--- src/brl_pkg.sv ---
// Shared types and constants for the line rasterizer.
// No dependencies; every other file in src depends on this package.
`default_nettype none

package brl_pkg;

  localparam int unsigned COORD_W    = 6;
  localparam int unsigned COLOUR_W   = 32;
  localparam int unsigned CFG_DATA_W = 7;
  localparam int unsigned CFG_IDX_W  = 1;
  localparam int unsigned ERR_W      = 9;

  // Configuration register indexes.
  localparam logic [CFG_IDX_W-1:0] CFG_CLIP_WIDTH  = 1'd0;
  localparam logic [CFG_IDX_W-1:0] CFG_CLIP_HEIGHT = 1'd1;

  typedef logic [COORD_W-1:0] coord_t;

  // Controller to datapath.
  typedef struct packed {
    logic load;  // latch and order a new line
    logic step;  // emit the current point and advance
  } brl_cmd_t;

  // Datapath to controller.
  typedef struct packed {
    logic at_end;  // current point is the final one
  } brl_sts_t;

endpackage

`default_nettype wire

--- src/brl_if.sv ---
// Valid/ready channels for line commands and pixel writes.
// Depends on brl_pkg for field widths.
`default_nettype none

interface brl_line_if;
  logic                           valid;
  logic                           ready;
  logic [brl_pkg::COORD_W-1:0]    start_x;
  logic [brl_pkg::COORD_W-1:0]    start_y;
  logic [brl_pkg::COORD_W-1:0]    end_x;
  logic [brl_pkg::COORD_W-1:0]    end_y;
  logic [brl_pkg::COLOUR_W-1:0]   line_colour;

  modport source (output valid, start_x, start_y, end_x, end_y, line_colour, input ready);
  modport sink   (input valid, start_x, start_y, end_x, end_y, line_colour, output ready);
endinterface

interface brl_pixel_if;
  logic                           valid;
  logic                           ready;
  logic [brl_pkg::COORD_W-1:0]    pixel_x;
  logic [brl_pkg::COORD_W-1:0]    pixel_y;
  logic [brl_pkg::COLOUR_W-1:0]   pixel_colour;
  logic                           in_bounds;
  logic                           last_pixel;

  modport source (output valid, pixel_x, pixel_y, pixel_colour, in_bounds, last_pixel,
                  input ready);
  modport sink   (input valid, pixel_x, pixel_y, pixel_colour, in_bounds, last_pixel,
                  output ready);
endinterface

`default_nettype wire

--- src/brl_ctrl.sv ---
// Sequencer for the line rasterizer: takes a command, walks it, meters output.
// Depends on brl_pkg.
`default_nettype none

module brl_ctrl (
  input  wire logic              clk_i,
  input  wire logic              rst_ni,
  input  wire logic              line_valid_i,
  output logic                   line_ready_o,
  output logic                   pix_valid_o,
  input  wire logic              pix_ready_i,
  output brl_pkg::brl_cmd_t      cmd_o,
  input  wire brl_pkg::brl_sts_t sts_i
);
  import brl_pkg::*;

  localparam logic ST_IDLE = 1'b0;
  localparam logic ST_WALK = 1'b1;

  logic state_q, state_d;
  logic out_valid_q, out_valid_d;
  logic out_free;

  assign line_ready_o = (state_q == ST_IDLE);
  assign out_free     = !out_valid_q || pix_ready_i;
  assign cmd_o.load   = line_valid_i && line_ready_o;
  assign cmd_o.step   = (state_q == ST_WALK) && out_free;
  assign pix_valid_o  = out_valid_q;

  always_comb begin
    state_d = state_q;
    unique case (state_q)
      ST_IDLE: if (cmd_o.load) state_d = ST_WALK;
      ST_WALK: if (cmd_o.step && sts_i.at_end) state_d = ST_IDLE;
      default: state_d = ST_IDLE;
    endcase
  end

  always_comb begin
    if (cmd_o.step) begin
      out_valid_d = 1'b1;
    end else if (pix_ready_i) begin
      out_valid_d = 1'b0;
    end else begin
      out_valid_d = out_valid_q;
    end
  end

  always_ff @(posedge clk_i or negedge rst_ni) begin
    if (!rst_ni) begin
      state_q     <= ST_IDLE;
      out_valid_q <= 1'b0;
    end else begin
      state_q     <= state_d;
      out_valid_q <= out_valid_d;
    end
  end

endmodule

`default_nettype wire

--- src/brl_dp.sv ---
// Datapath for the line rasterizer: clip registers, endpoint ordering,
// error accumulator walk and the pixel output register. Depends on brl_pkg.
`default_nettype none

module brl_dp #(
  parameter int unsigned MAX_DIM      = 64,
  parameter int unsigned COLOUR_BYTES = 4
) (
  input  wire logic                               clk_i,
  input  wire logic                               rst_ni,
  input  wire logic                               cfg_we_i,
  input  wire logic [brl_pkg::CFG_IDX_W-1:0]      cfg_index_i,
  input  wire logic [brl_pkg::CFG_DATA_W-1:0]     cfg_wdata_i,
  input  wire logic [brl_pkg::COORD_W-1:0]        start_x_i,
  input  wire logic [brl_pkg::COORD_W-1:0]        start_y_i,
  input  wire logic [brl_pkg::COORD_W-1:0]        end_x_i,
  input  wire logic [brl_pkg::COORD_W-1:0]        end_y_i,
  input  wire logic [brl_pkg::COLOUR_W-1:0]       line_colour_i,
  input  wire brl_pkg::brl_cmd_t                  cmd_i,
  output brl_pkg::brl_sts_t                       sts_o,
  output logic [brl_pkg::COORD_W-1:0]             pixel_x_o,
  output logic [brl_pkg::COORD_W-1:0]             pixel_y_o,
  output logic [brl_pkg::COLOUR_W-1:0]            pixel_colour_o,
  output logic                                    in_bounds_o,
  output logic                                    last_pixel_o
);
  import brl_pkg::*;

  localparam int unsigned CLIP_W   = $clog2(MAX_DIM + 1);
  localparam int unsigned CBYTES_W = 8 * COLOUR_BYTES;

  function automatic coord_t abs_diff(input coord_t a, input coord_t b);
    return (a > b) ? coord_t'(a - b) : coord_t'(b - a);
  endfunction

  // Clip limits, stored already clamped to the canvas size.
  logic [CLIP_W-1:0] clip_w_q, clip_h_q;
  logic [CLIP_W-1:0] clip_wdata;

  assign clip_wdata = (cfg_wdata_i > CFG_DATA_W'(MAX_DIM)) ? CLIP_W'(MAX_DIM)
                                                            : CLIP_W'(cfg_wdata_i);

  always_ff @(posedge clk_i or negedge rst_ni) begin
    if (!rst_ni) begin
      clip_w_q <= CLIP_W'(MAX_DIM);
      clip_h_q <= CLIP_W'(MAX_DIM);
    end else if (cfg_we_i) begin
      unique case (cfg_index_i)
        CFG_CLIP_WIDTH:  clip_w_q <= clip_wdata;
        CFG_CLIP_HEIGHT: clip_h_q <= clip_wdata;
        default: ;
      endcase
    end
  end

  // Setup: swap axes for steep lines, then order along the major axis.
  logic   steep_c;
  coord_t a0_c, a1_c, b0_c, b1_c;
  coord_t maj0_c, maj1_c, min0_c, min1_c;

  always_comb begin
    steep_c = abs_diff(start_x_i, end_x_i) < abs_diff(start_y_i, end_y_i);
    a0_c = steep_c ? start_y_i : start_x_i;
    b0_c = steep_c ? start_x_i : start_y_i;
    a1_c = steep_c ? end_y_i   : end_x_i;
    b1_c = steep_c ? end_x_i   : end_y_i;
    if (a0_c > a1_c) begin
      maj0_c = a1_c; maj1_c = a0_c; min0_c = b1_c; min1_c = b0_c;
    end else begin
      maj0_c = a0_c; maj1_c = a1_c; min0_c = b0_c; min1_c = b1_c;
    end
  end

  // Walk registers.
  logic                    steep_q;
  logic                    up_q;
  coord_t                  major_q, end_q, minor_q, dmaj_q;
  logic [COORD_W:0]        dmin2_q;
  logic signed [ERR_W-1:0] err_q;
  logic [CBYTES_W-1:0]     colour_q;

  logic signed [ERR_W-1:0] err_sum;
  logic                    err_over;

  assign err_sum  = err_q + $signed(ERR_W'(dmin2_q));
  assign err_over = err_sum > $signed(ERR_W'(dmaj_q));
  assign sts_o.at_end = (major_q == end_q);

  always_ff @(posedge clk_i) begin
    if (cmd_i.load) begin
      steep_q  <= steep_c;
      up_q     <= min1_c > min0_c;
      major_q  <= maj0_c;
      end_q    <= maj1_c;
      minor_q  <= min0_c;
      dmaj_q   <= coord_t'(maj1_c - maj0_c);
      dmin2_q  <= {abs_diff(min1_c, min0_c), 1'b0};
      err_q    <= '0;
      colour_q <= line_colour_i[CBYTES_W-1:0];
    end else if (cmd_i.step) begin
      major_q <= coord_t'(major_q + 1'b1);
      if (err_over) begin
        minor_q <= up_q ? coord_t'(minor_q + 1'b1) : coord_t'(minor_q - 1'b1);
        err_q   <= err_sum - $signed(ERR_W'({dmaj_q, 1'b0}));
      end else begin
        err_q <= err_sum;
      end
    end
  end

  // Pixel output register.
  coord_t cur_x, cur_y;
  logic [CBYTES_W-1:0] out_colour_q;

  assign cur_x = steep_q ? minor_q : major_q;
  assign cur_y = steep_q ? major_q : minor_q;

  always_ff @(posedge clk_i) begin
    if (cmd_i.step) begin
      pixel_x_o    <= cur_x;
      pixel_y_o    <= cur_y;
      out_colour_q <= colour_q;
      in_bounds_o  <= ({1'b0, cur_x} < CFG_DATA_W'(clip_w_q)) &&
                      ({1'b0, cur_y} < CFG_DATA_W'(clip_h_q));
      last_pixel_o <= sts_o.at_end;
    end
  end

  assign pixel_colour_o = COLOUR_W'(out_colour_q);

endmodule

`default_nettype wire

--- src/bresenham_line_rasterizer_top.sv ---
// Top level of the Bresenham line rasterizer.
// Depends on brl_pkg, brl_if (channels), brl_ctrl and brl_dp.
`default_nettype none

// Line rasterizer: each transfer on the line channel carries two endpoints and
// a colour, and the block answers with one pixel transfer per point of the
// line, both endpoints included, ordered so the major axis coordinate runs
// upward (x is the major axis unless the line is strictly steeper than 45
// degrees). Every pixel carries in_bounds, cleared when x or y reaches the
// clip width or height (clip values above MAX_DIM act as MAX_DIM, zero
// flags everything), and last_pixel on the final point. The block takes a
// command and orders its endpoints while idle, then steps the error accumulator
// one point per cycle while the output register is free or being taken, and
// holds while a pixel waits unaccepted; the next command is taken on the cycle
// right after the last step. A single command is in flight at a time; the last
// pixel may still wait in the output register while the next command is taken.
// Write the clip registers only while the block is idle; they take effect at
// once and there is no read-back.
module bresenham_line_rasterizer_top #(
  parameter int unsigned MAX_DIM      = 64,
  parameter int unsigned COLOUR_BYTES = 4
) (
  input  wire logic                           clk_i,
  input  wire logic                           rst_ni,
  input  wire logic                           cfg_we_i,
  input  wire logic [brl_pkg::CFG_IDX_W-1:0]  cfg_index_i,
  input  wire logic [brl_pkg::CFG_DATA_W-1:0] cfg_wdata_i,
  brl_line_if.sink                            line_i,
  brl_pixel_if.source                         pixel_o
);
  import brl_pkg::*;

  // Command and status between sequencer and datapath.
  brl_cmd_t cmd;
  brl_sts_t sts;

  // Sequencer: owns the line handshake and the output valid flag.
  brl_ctrl u_ctrl (
    .clk_i        (clk_i),
    .rst_ni       (rst_ni),
    .line_valid_i (line_i.valid),
    .line_ready_o (line_i.ready),
    .pix_valid_o  (pixel_o.valid),
    .pix_ready_i  (pixel_o.ready),
    .cmd_o        (cmd),
    .sts_i        (sts)
  );

  // Datapath: clip registers, endpoint ordering, walk and output register.
  brl_dp #(
    .MAX_DIM      (MAX_DIM),
    .COLOUR_BYTES (COLOUR_BYTES)
  ) u_dp (
    .clk_i          (clk_i),
    .rst_ni         (rst_ni),
    .cfg_we_i       (cfg_we_i),
    .cfg_index_i    (cfg_index_i),
    .cfg_wdata_i    (cfg_wdata_i),
    .start_x_i      (line_i.start_x),
    .start_y_i      (line_i.start_y),
    .end_x_i        (line_i.end_x),
    .end_y_i        (line_i.end_y),
    .line_colour_i  (line_i.line_colour),
    .cmd_i          (cmd),
    .sts_o          (sts),
    .pixel_x_o      (pixel_o.pixel_x),
    .pixel_y_o      (pixel_o.pixel_y),
    .pixel_colour_o (pixel_o.pixel_colour),
    .in_bounds_o    (pixel_o.in_bounds),
    .last_pixel_o   (pixel_o.last_pixel)
  );

endmodule

`default_nettype wire
--- src/flat_wrapper.sv ---
// flat-port wrapper written by rule: the top's interface ports become plain ports
module bresenham_line_rasterizer_top_flat import brl_pkg::*;
#(
  parameter int unsigned MAX_DIM      = 64,
  parameter int unsigned COLOUR_BYTES = 4
)
  (clk_i, rst_ni, cfg_we_i, cfg_index_i, cfg_wdata_i, line_i_valid, line_i_start_x, line_i_start_y, line_i_end_x, line_i_end_y, line_i_line_colour, line_i_ready, pixel_o_valid, pixel_o_pixel_x, pixel_o_pixel_y, pixel_o_pixel_colour, pixel_o_in_bounds, pixel_o_last_pixel, pixel_o_ready);
  brl_line_if line_i_i ();
  brl_pixel_if pixel_o_i ();
  input  wire logic clk_i;
  input  wire logic rst_ni;
  input  wire logic cfg_we_i;
  input  wire logic [brl_pkg::CFG_IDX_W-1:0] cfg_index_i;
  input  wire logic [brl_pkg::CFG_DATA_W-1:0] cfg_wdata_i;
  input wire logic [$bits(line_i_i.valid)-1:0] line_i_valid;
  input wire logic [$bits(line_i_i.start_x)-1:0] line_i_start_x;
  input wire logic [$bits(line_i_i.start_y)-1:0] line_i_start_y;
  input wire logic [$bits(line_i_i.end_x)-1:0] line_i_end_x;
  input wire logic [$bits(line_i_i.end_y)-1:0] line_i_end_y;
  input wire logic [$bits(line_i_i.line_colour)-1:0] line_i_line_colour;
  output wire logic [$bits(line_i_i.ready)-1:0] line_i_ready;
  output wire logic [$bits(pixel_o_i.valid)-1:0] pixel_o_valid;
  output wire logic [$bits(pixel_o_i.pixel_x)-1:0] pixel_o_pixel_x;
  output wire logic [$bits(pixel_o_i.pixel_y)-1:0] pixel_o_pixel_y;
  output wire logic [$bits(pixel_o_i.pixel_colour)-1:0] pixel_o_pixel_colour;
  output wire logic [$bits(pixel_o_i.in_bounds)-1:0] pixel_o_in_bounds;
  output wire logic [$bits(pixel_o_i.last_pixel)-1:0] pixel_o_last_pixel;
  input wire logic [$bits(pixel_o_i.ready)-1:0] pixel_o_ready;
  assign line_i_i.valid = line_i_valid;
  assign line_i_i.start_x = line_i_start_x;
  assign line_i_i.start_y = line_i_start_y;
  assign line_i_i.end_x = line_i_end_x;
  assign line_i_i.end_y = line_i_end_y;
  assign line_i_i.line_colour = line_i_line_colour;
  assign line_i_ready = line_i_i.ready;
  assign pixel_o_valid = pixel_o_i.valid;
  assign pixel_o_pixel_x = pixel_o_i.pixel_x;
  assign pixel_o_pixel_y = pixel_o_i.pixel_y;
  assign pixel_o_pixel_colour = pixel_o_i.pixel_colour;
  assign pixel_o_in_bounds = pixel_o_i.in_bounds;
  assign pixel_o_last_pixel = pixel_o_i.last_pixel;
  assign pixel_o_i.ready = pixel_o_ready;
  bresenham_line_rasterizer_top #(.MAX_DIM(MAX_DIM), .COLOUR_BYTES(COLOUR_BYTES)) u_core (.clk_i(clk_i), .rst_ni(rst_ni), .cfg_we_i(cfg_we_i), .cfg_index_i(cfg_index_i), .cfg_wdata_i(cfg_wdata_i), .line_i(line_i_i), .pixel_o(pixel_o_i));
endmodule
--- config.mk ---
export PLATFORM = sky130hd
export DESIGN_NAME = bresenham_line_rasterizer_top_flat
export DESIGN_NICKNAME = d
export VERILOG_FILES = /design/src/brl_pkg.sv /design/src/brl_if.sv /design/src/brl_ctrl.sv /design/src/brl_dp.sv /design/src/bresenham_line_rasterizer_top.sv /design/src/flat_wrapper.sv
export SDC_FILE = /design/constraint.sdc
export NUM_CORES = 1
export LEC_CHECK = 0
export BUFFER_PORTS_ARGS = -buffer_cell sky130_fd_sc_hd__buf_2
export CORE_MARGIN = 3
export CORE_UTILIZATION = 63
export DETAILED_ROUTE_END_ITERATION = 6
export PLACE_DENSITY = 0.87
export SLEW_MARGIN = 20
export SYNTH_ARGS = -nofsm -noshare
export SYNTH_HDL_FRONTEND = slang
export SYNTH_SLANG_ARGS = --single-unit
--- constraint.sdc ---
create_clock -name clk_i -period 9.8 [get_ports clk_i]
set_input_delay 0.49 -clock clk_i [delete_from_list [all_inputs] [get_ports clk_i]]
set_output_delay 0.49 -clock clk_i [all_outputs]
set_load 0.02 [all_outputs]
==> flow_metrics.tcl, run 1 <==
set metrics [dict create \
    status "finished, final reports clean" \
    tightest_slew_ps 894 \
    synthCells 727 \
    p_leak_nw 4.26 \
    vias 6013 \
    track_usage 0.274 \
    critPathLaunch "line_i_start_y[0]" \
    grt_pass1_wl_um 30600 \
    min_period_ps 9050 \
    yosys_warnings 0 \
    die_h_um 120 \
    critPathCaptureType "register" \
    syn_area_mm2 0.00817 \
    synth-seq-cells 134 \
    dr.pass1.iters 6 \
    crit_path_max_fanout 16 \
    rsz0062_at_grt "no" \
    layout.nets 1006 \
    max_freq_mhz 110 \
    netlist.area_leader.share 0.405 \
    drive_gt1_frac 0.229 \
    via_per_inst 5.82 \
    dp_hpwl_um 14200 \
    drv_cap 0 \
    skew_ps 8.81 \
    io_pins 117 \
    drc 0 \
    synth_area_leaders "edfxtp_1 40%, ha_1 11%, mux2i_1 6.0%, dfrtp_1 4.3%, inv_1 3.5%" \
    cp.arrival_ps 9220 \
    cts.htree.levels 4 \
    final-hold-violation-count 0 \
    final-setup-viol-count 0 \
    cp.required_ps 9970 \
    antenna_left 0 \
    setup_slack_ps 747 \
    r2r-start "u_core.u_dp.dmin2_q[1]$_DFFE_PP_" \
    min_path_type "primary input to register" \
    clk_path_buf_depth 2 \
    clock_sinks 134 \
    grt_max_degree 57 \
    cts_buffers 17 \
    globalplace.congestion 0.991 \
    clkTransAtPathRegs_ps 60 \
    crit_end "u_core.u_dp.dmin2_q[6]$_DFFE_PP_" \
    power.density_mw_per_mm2 350 \
    worstSkewPairLatency_ps 420 \
    fp.dieW_um 120 \
    cpPeakStageDelay_ps 420 \
    place_worst_setup_slack_ps 111 \
    finalCritPeriodShare 0.924 \
    async_flop_share 0.119 \
    layout_common_cells "116 x buf_2, 110 x edfxtp_1, 75 x ha_1, 74 x inv_1, 49 x mux2i_1" \
    synth_fp_nets 880 \
    synth.largest_area_cell "edfxtp_1" \
    avgRoutedWirePerCell_um 18.7 \
    diodes 0 \
    ys_seq_area_frac 0.473 \
    numPortBuffers 116 \
    ir_drop_mv 0.241 \
    synth_edf_count 110 \
    worst_setup_path_start_kind "primary input" \
    area_growth_pct 17.2 \
    final_common_cell "buf_2" \
    slew_headroom 0.402 \
    dieArea_mm2 0.0144 \
    drv_slew 0 \
    setup-tns-final_ps 0 \
    core_mm2 0.0124 \
    start_util 0.661 \
    synth_top_flop_cell "edfxtp_1" \
    crit_path_frequent_cell "a21oi_1" \
    drt-total-wl_um 19400 \
    grt_pass1_vias 6040 \
    root_buffer "clkbuf_16" \
    antenna_found_initial 0 \
    r2r-end "u_core.u_dp.minor_q[4]$_DFFE_PP_" \
    rows 40 \
    r2r_slack_ps 5990 \
    cts_tree "built" \
    drtIter0Drc 517 \
    cp_slowest_cell "o22a_1" \
    r2r_cells 13 \
    synthDistinctLibCells 58 \
    whs_ps 248 \
    crit_type "primary input to register" \
    gr-total-overflow 0 \
    postSynthAreaPerCell_um2 11.2 \
]
[layer usage]
metal | wire [µm] | GRT usage | vias to the layer above
met4 | 748 | 0.126 | 0
met3 | 1310 | 0.0476 | 58
met5 | 0 | 0 | -
li1 | - | - | 2847
met2 | 9540 | 0.467 | 275
met1 | 7760 | 0.343 | 2833
[repair_timing]
action | CTS | global route
setup buffers | 0 | 1
hold buffers | 1 | 0
resized for setup | 0 | 1
endpoints found under the hold margin | 14 | 0
setup endpoints to repair | 0 | 2
[power breakdown]
part / total [mW] / switching, mW / internal [mW]
registers: 0.826 / 0.0502 / 0.776
clock network: 0.645 / 0.244 / 0.401
logic: 1.88 / 1.07 / 0.812
total: 3.35 / 1.36 / 1.99
[cell families (layout without fill, tap and decap cells)]
kind of cell / after synthesis / in the layout / share of synthesized area
muxes: 73 / 73 / 0.0936
and+or+nand+nor: 135 / 135 / 0.0785
adders and majority gates: 86 / 86 / 0.140
buffers and inverters: 101 / 239 / 0.0475
AOI/OAI and AO/OA: 155 / 156 / 0.121
xor gates and xnor gates: 43 / 43 / 0.0461
DFF: 134 / 134 / 0.473
[flip-flops by register name (all words and copies together) (netlist names), 6 cells and up]
signal                      cells
u_core.u_dp.colour_q           32
u_core.u_dp.pixel_colour_o     32
u_core.u_dp.err_q               8
u_core.u_dp.clip_h_q            7
u_core.u_dp.clip_w_q            7
u_core.u_dp.dmaj_q              6
u_core.u_dp.dmin2_q             6
u_core.u_dp.end_q               6
u_core.u_dp.major_q             6
u_core.u_dp.minor_q             6
u_core.u_dp.pixel_x_o           6
u_core.u_dp.pixel_y_o           6
[per-stage QoR]
stage	power (mW)	area (µm²)	std cells	util
final	3.35	9570	1034	0.774
after global routing	3.58	9570	1034	0.774
after CTS	3.33	9550	1032	0.773
after detailed placement	2.66	8940	999	0.723
after global placement	2.59	8940	999	0.723
after floorplan	2.25	8170	727	-
[critical path, delay by kind of cell]
family / cells / cell delay [ps]
fa+ha+maj: 6 / 1640
simple gates: 4 / 910
mux: 2 / 690
buf+inv: 8 / 940
compound gates: 22 / 4380
xor+xnor: 2 / 200
[worst min-delay path by stage]
| stage | from | to | cells after the start |
|---|---|---|---|
| 6_report | line_i_line_colour[0] | u_core.u_dp.colour_q[0]$_DFFE_PP_ | 1 |
| 5_1_grt | line_i_line_colour[0] | u_core.u_dp.colour_q[0]$_DFFE_PP_ | 1 |
| 4_1_cts | line_i_line_colour[28] | u_core.u_dp.colour_q[28]$_DFFE_PP_ | 1 |
| 3_5_place_dp | u_core.u_dp.colour_q[21]$_DFFE_PP_ | u_core.u_dp.pixel_colour_o[21]$_DFFE_PP_ | 0 |
| 3_3_place_gp | rst_ni | u_core.u_dp.clip_h_q[4]$_DFFE_PN0P_ | 1 |
| 2_1_floorplan | rst_ni | u_core.u_ctrl.pix_valid_o$_DFFE_PN0P_ | 0 |
[Yosys cell counts, drive strengths merged, types with 15 or more instances]
| library cell | n |
|---|---|
| ha | 75 |
| xnor2 | 28 |
| nor2 | 30 |
| o21ai | 48 |
| mux2i | 49 |
| nand2 | 48 |
| inv | 79 |
| edfxtp | 110 |
| a21o | 22 |
| mux2 | 24 |
| xor2 | 15 |
| a21oi | 46 |
[area by class of cell]
type | instances | area, µm²
Clock inverter | 15 | 176
Timing Repair Buffer | 128 | 673
Inverter | 79 | 297
Sequential cell | 134 | 3870
Tap cell | 168 | 210
Clock buffer | 17 | 425
Fill cell | 821 | 2790
Multi-Input combinational cell | 493 | 3920
(Power assumes the default switching activity.)
==> inputs of run 2 (changes only) <==
--- a/config.mk
+++ b/config.mk
@@ -7,9 +7,9 @@
 export LEC_CHECK = 0
 export BUFFER_PORTS_ARGS = -buffer_cell sky130_fd_sc_hd__buf_2
 export CORE_MARGIN = 3
-export CORE_UTILIZATION = 63
+export CORE_UTILIZATION = 58
 export DETAILED_ROUTE_END_ITERATION = 6
-export PLACE_DENSITY = 0.87
+export PLACE_DENSITY = 0.81
 export SLEW_MARGIN = 20
 export SYNTH_ARGS = -nofsm -noshare
 export SYNTH_HDL_FRONTEND = slang
==> constraint.sdc (replaced) <==
create_clock -name clk_i -period 9.1 [get_ports clk_i]
set_input_delay 0.455 -clock clk_i [delete_from_list [all_inputs] [get_ports clk_i]]
set_output_delay 0.455 -clock clk_i [all_outputs]
set_load 0.02 [all_outputs]
==> run 2 against run 1 <==
Effect of this change:
- via count unchanged
- die area increased by 8.2%
- largest power group unchanged
- final cell count increased by 1.1%
- sequential power increased by 7.6%
- sequential cell count unchanged
- combinational power increased by 11%
- first-iteration DRC count decreased by 20%
- utilization decreased by 6.4 points
- total power increased by 8.6%
==> flow_metrics.tcl, run 2 (synthesis gave the netlist of run 1 again) <==
set metrics [dict create \
    ir_drop_mv 0.188 \
    cp.arrival_ps 8730 \
    io_pins 117 \
    drv_cap 0 \
    track_usage 0.255 \
    finalPower_mw 3.64 \
    core_mm2 0.0135 \
    power.density_mw_per_mm2 379 \
    place_worst_setup_slack_ps -40.8 \
    r2r_cells 13 \
    gr-total-overflow 0 \
    p_leak_nw 4.27 \
    start_util 0.605 \
    min_period_ps 8570 \
    final_util 0.711 \
    busiest_layer "met2" \
    place_area_mm2 0.00896 \
    slew_headroom 0.282 \
    drc 0 \
    grt_pass1_vias 6181 \
    cp_slowest_cell "a221oi_1" \
    globalplace.congestion 0.951 \
    worstSkewPairLatency_ps 410 \
    finalInstanceArea_mm2 0.00960 \
    area_growth_pct 17.5 \
    final-setup-viol-count 0 \
    drtIter0Drc 416 \
    num-fill-cells 907 \
    min_path_type "primary input to register" \
    drive_gt1_frac 0.234 \
    tightest_slew_ps 1070 \
    critPathCaptureType "register" \
    grtUsageMet2 0.434 \
    clkTransAtPathRegs_ps 60 \
    r2r-start "u_core.u_dp.dmin2_q[1]$_DFFE_PP_" \
    setup-tns-final_ps 0 \
    final-hold-violation-count 0 \
    skew_ps 6.09 \
    dp_hpwl_um 14600 \
    crit_end "u_core.u_dp.dmin2_q[6]$_DFFE_PP_" \
    rows 42 \
    cts.htree.levels 4 \
    grt_use_met3 0.0459 \
    vias 6013 \
    drv_slew 0 \
    crit_type "primary input to register" \
    layout_common_cells "116 x buf_2, 110 x edfxtp_1, 75 x ha_1, 74 x inv_1, 49 x mux2i_1" \
    final_common_cell "buf_2" \
    layout.nets 1009 \
    worstHoldStart "line_i_line_colour[26]" \
    diodes 0 \
    cp.required_ps 9260 \
    cpPeakStageDelay_ps 440 \
    multiInputGateArea_mm2 0.00392 \
    dr.pass1.iters 5 \
    avgRoutedWirePerCell_um 18.8 \
    via_per_inst 5.75 \
    grt_max_degree 57 \
    r2r-end "u_core.u_dp.minor_q[0]$_DFFE_PP_" \
    drt-total-wl_um 19700 \
    root_buffer "clkbuf_16" \
    die_h_um 125 \
    max_freq_mhz 117 \
    finalNonFillerCells 1045 \
    finalCritPeriodShare 0.941 \
    r2r_slack_ps 5190 \
    numPortBuffers 116 \
    worst_setup_path_start_kind "primary input" \
    cts_tree "built" \
    cts_buffers 17 \
    fp.dieW_um 125 \
    layout.area.seq_mm2 0.00387 \
    antenna_found_initial 0 \
    grt_use_met1 0.322 \
    status "finished, final reports clean" \
    clk_path_buf_depth 2 \
    setup_slack_ps 533 \
    crit_path_max_fanout 11 \
    post-place-cells 1008 \
    clock_sinks 134 \
    dieArea_mm2 0.0155 \
    critPathLaunch "line_i_start_y[0]" \
    grt_pass1_wl_um 31500 \
    whs_ps 217 \
    antenna_left 0 \
    rsz0062_at_grt "no" \
]
-- run 2: cell types whose count changed in the layout (fill, tap and decap cells not counted), sizes merged --
| cell | delta |
|---|---|
| clkbuf | +5 |
| buf | +3 |
| clkinv | -2 |
| inv | -2 |
| bufinv | -1 |
| nor2 | +1 |
| o21ai | -1 |
-- run 2: worst min-delay path by stage --
stage	end	slack, ps	depth (start not counted)
2_1_floorplan	u_core.u_ctrl.pix_valid_o$_DFFE_PN0P_	160	0
3_3_place_gp	u_core.u_dp.clip_w_q[5]$_DFFE_PN0P_	390	1
6_report	u_core.u_dp.colour_q[26]$_DFFE_PP_	220	1
5_1_grt	u_core.u_dp.colour_q[1]$_DFFE_PP_	200	1
3_5_place_dp	u_core.u_dp.clip_w_q[5]$_DFFE_PN0P_	400	1
4_1_cts	u_core.u_dp.colour_q[26]$_DFFE_PP_	210	1
-- run 2: report_power, final --
group	total (mW)	leakage [nW]	switching [mW]	internal [mW]
logic	2.08	2.69	1.17	0.903
clock network	0.674	0.287	0.248	0.426
registers	0.889	1.29	0.0534	0.836
-- run 2: worst max-delay path, delay by kind of cell --
kind                       cells  cell delay [ps]
AOI/OAI and AO/OA             24             4780
and+or+nand+nor                4              460
xor gates and xnor gates       2              260
adders and majority gates      6             1730
muxes                          2              500
buffers and inverters          6              530
-- run 2: per-layer routing --
layer / vias to the layer above / wire [µm]
li1: 2850 / -
met1: 2839 / 8220
met2: 266 / 9630
met3: 58 / 1160
met4: 0 / 642
met5: - / 0
-- run 2: area by class of cell --
cell class,instances,area share
Clock buffer,22,0.0494
Clock inverter,10,0.0125
Inverter,79,0.0309
Multi-Input combinational cell,493,0.409
Sequential cell,134,0.403
Tap cell,176,0.0229
Timing Repair Buffer,131,0.0729
-- run 2: what timing repair did --
item	CTS	global route
setup buffers	0	3
hold buffers	1	0
endpoints found under the setup margin	0	2
hold endpoints to repair	14	0
resized for setup	0	3
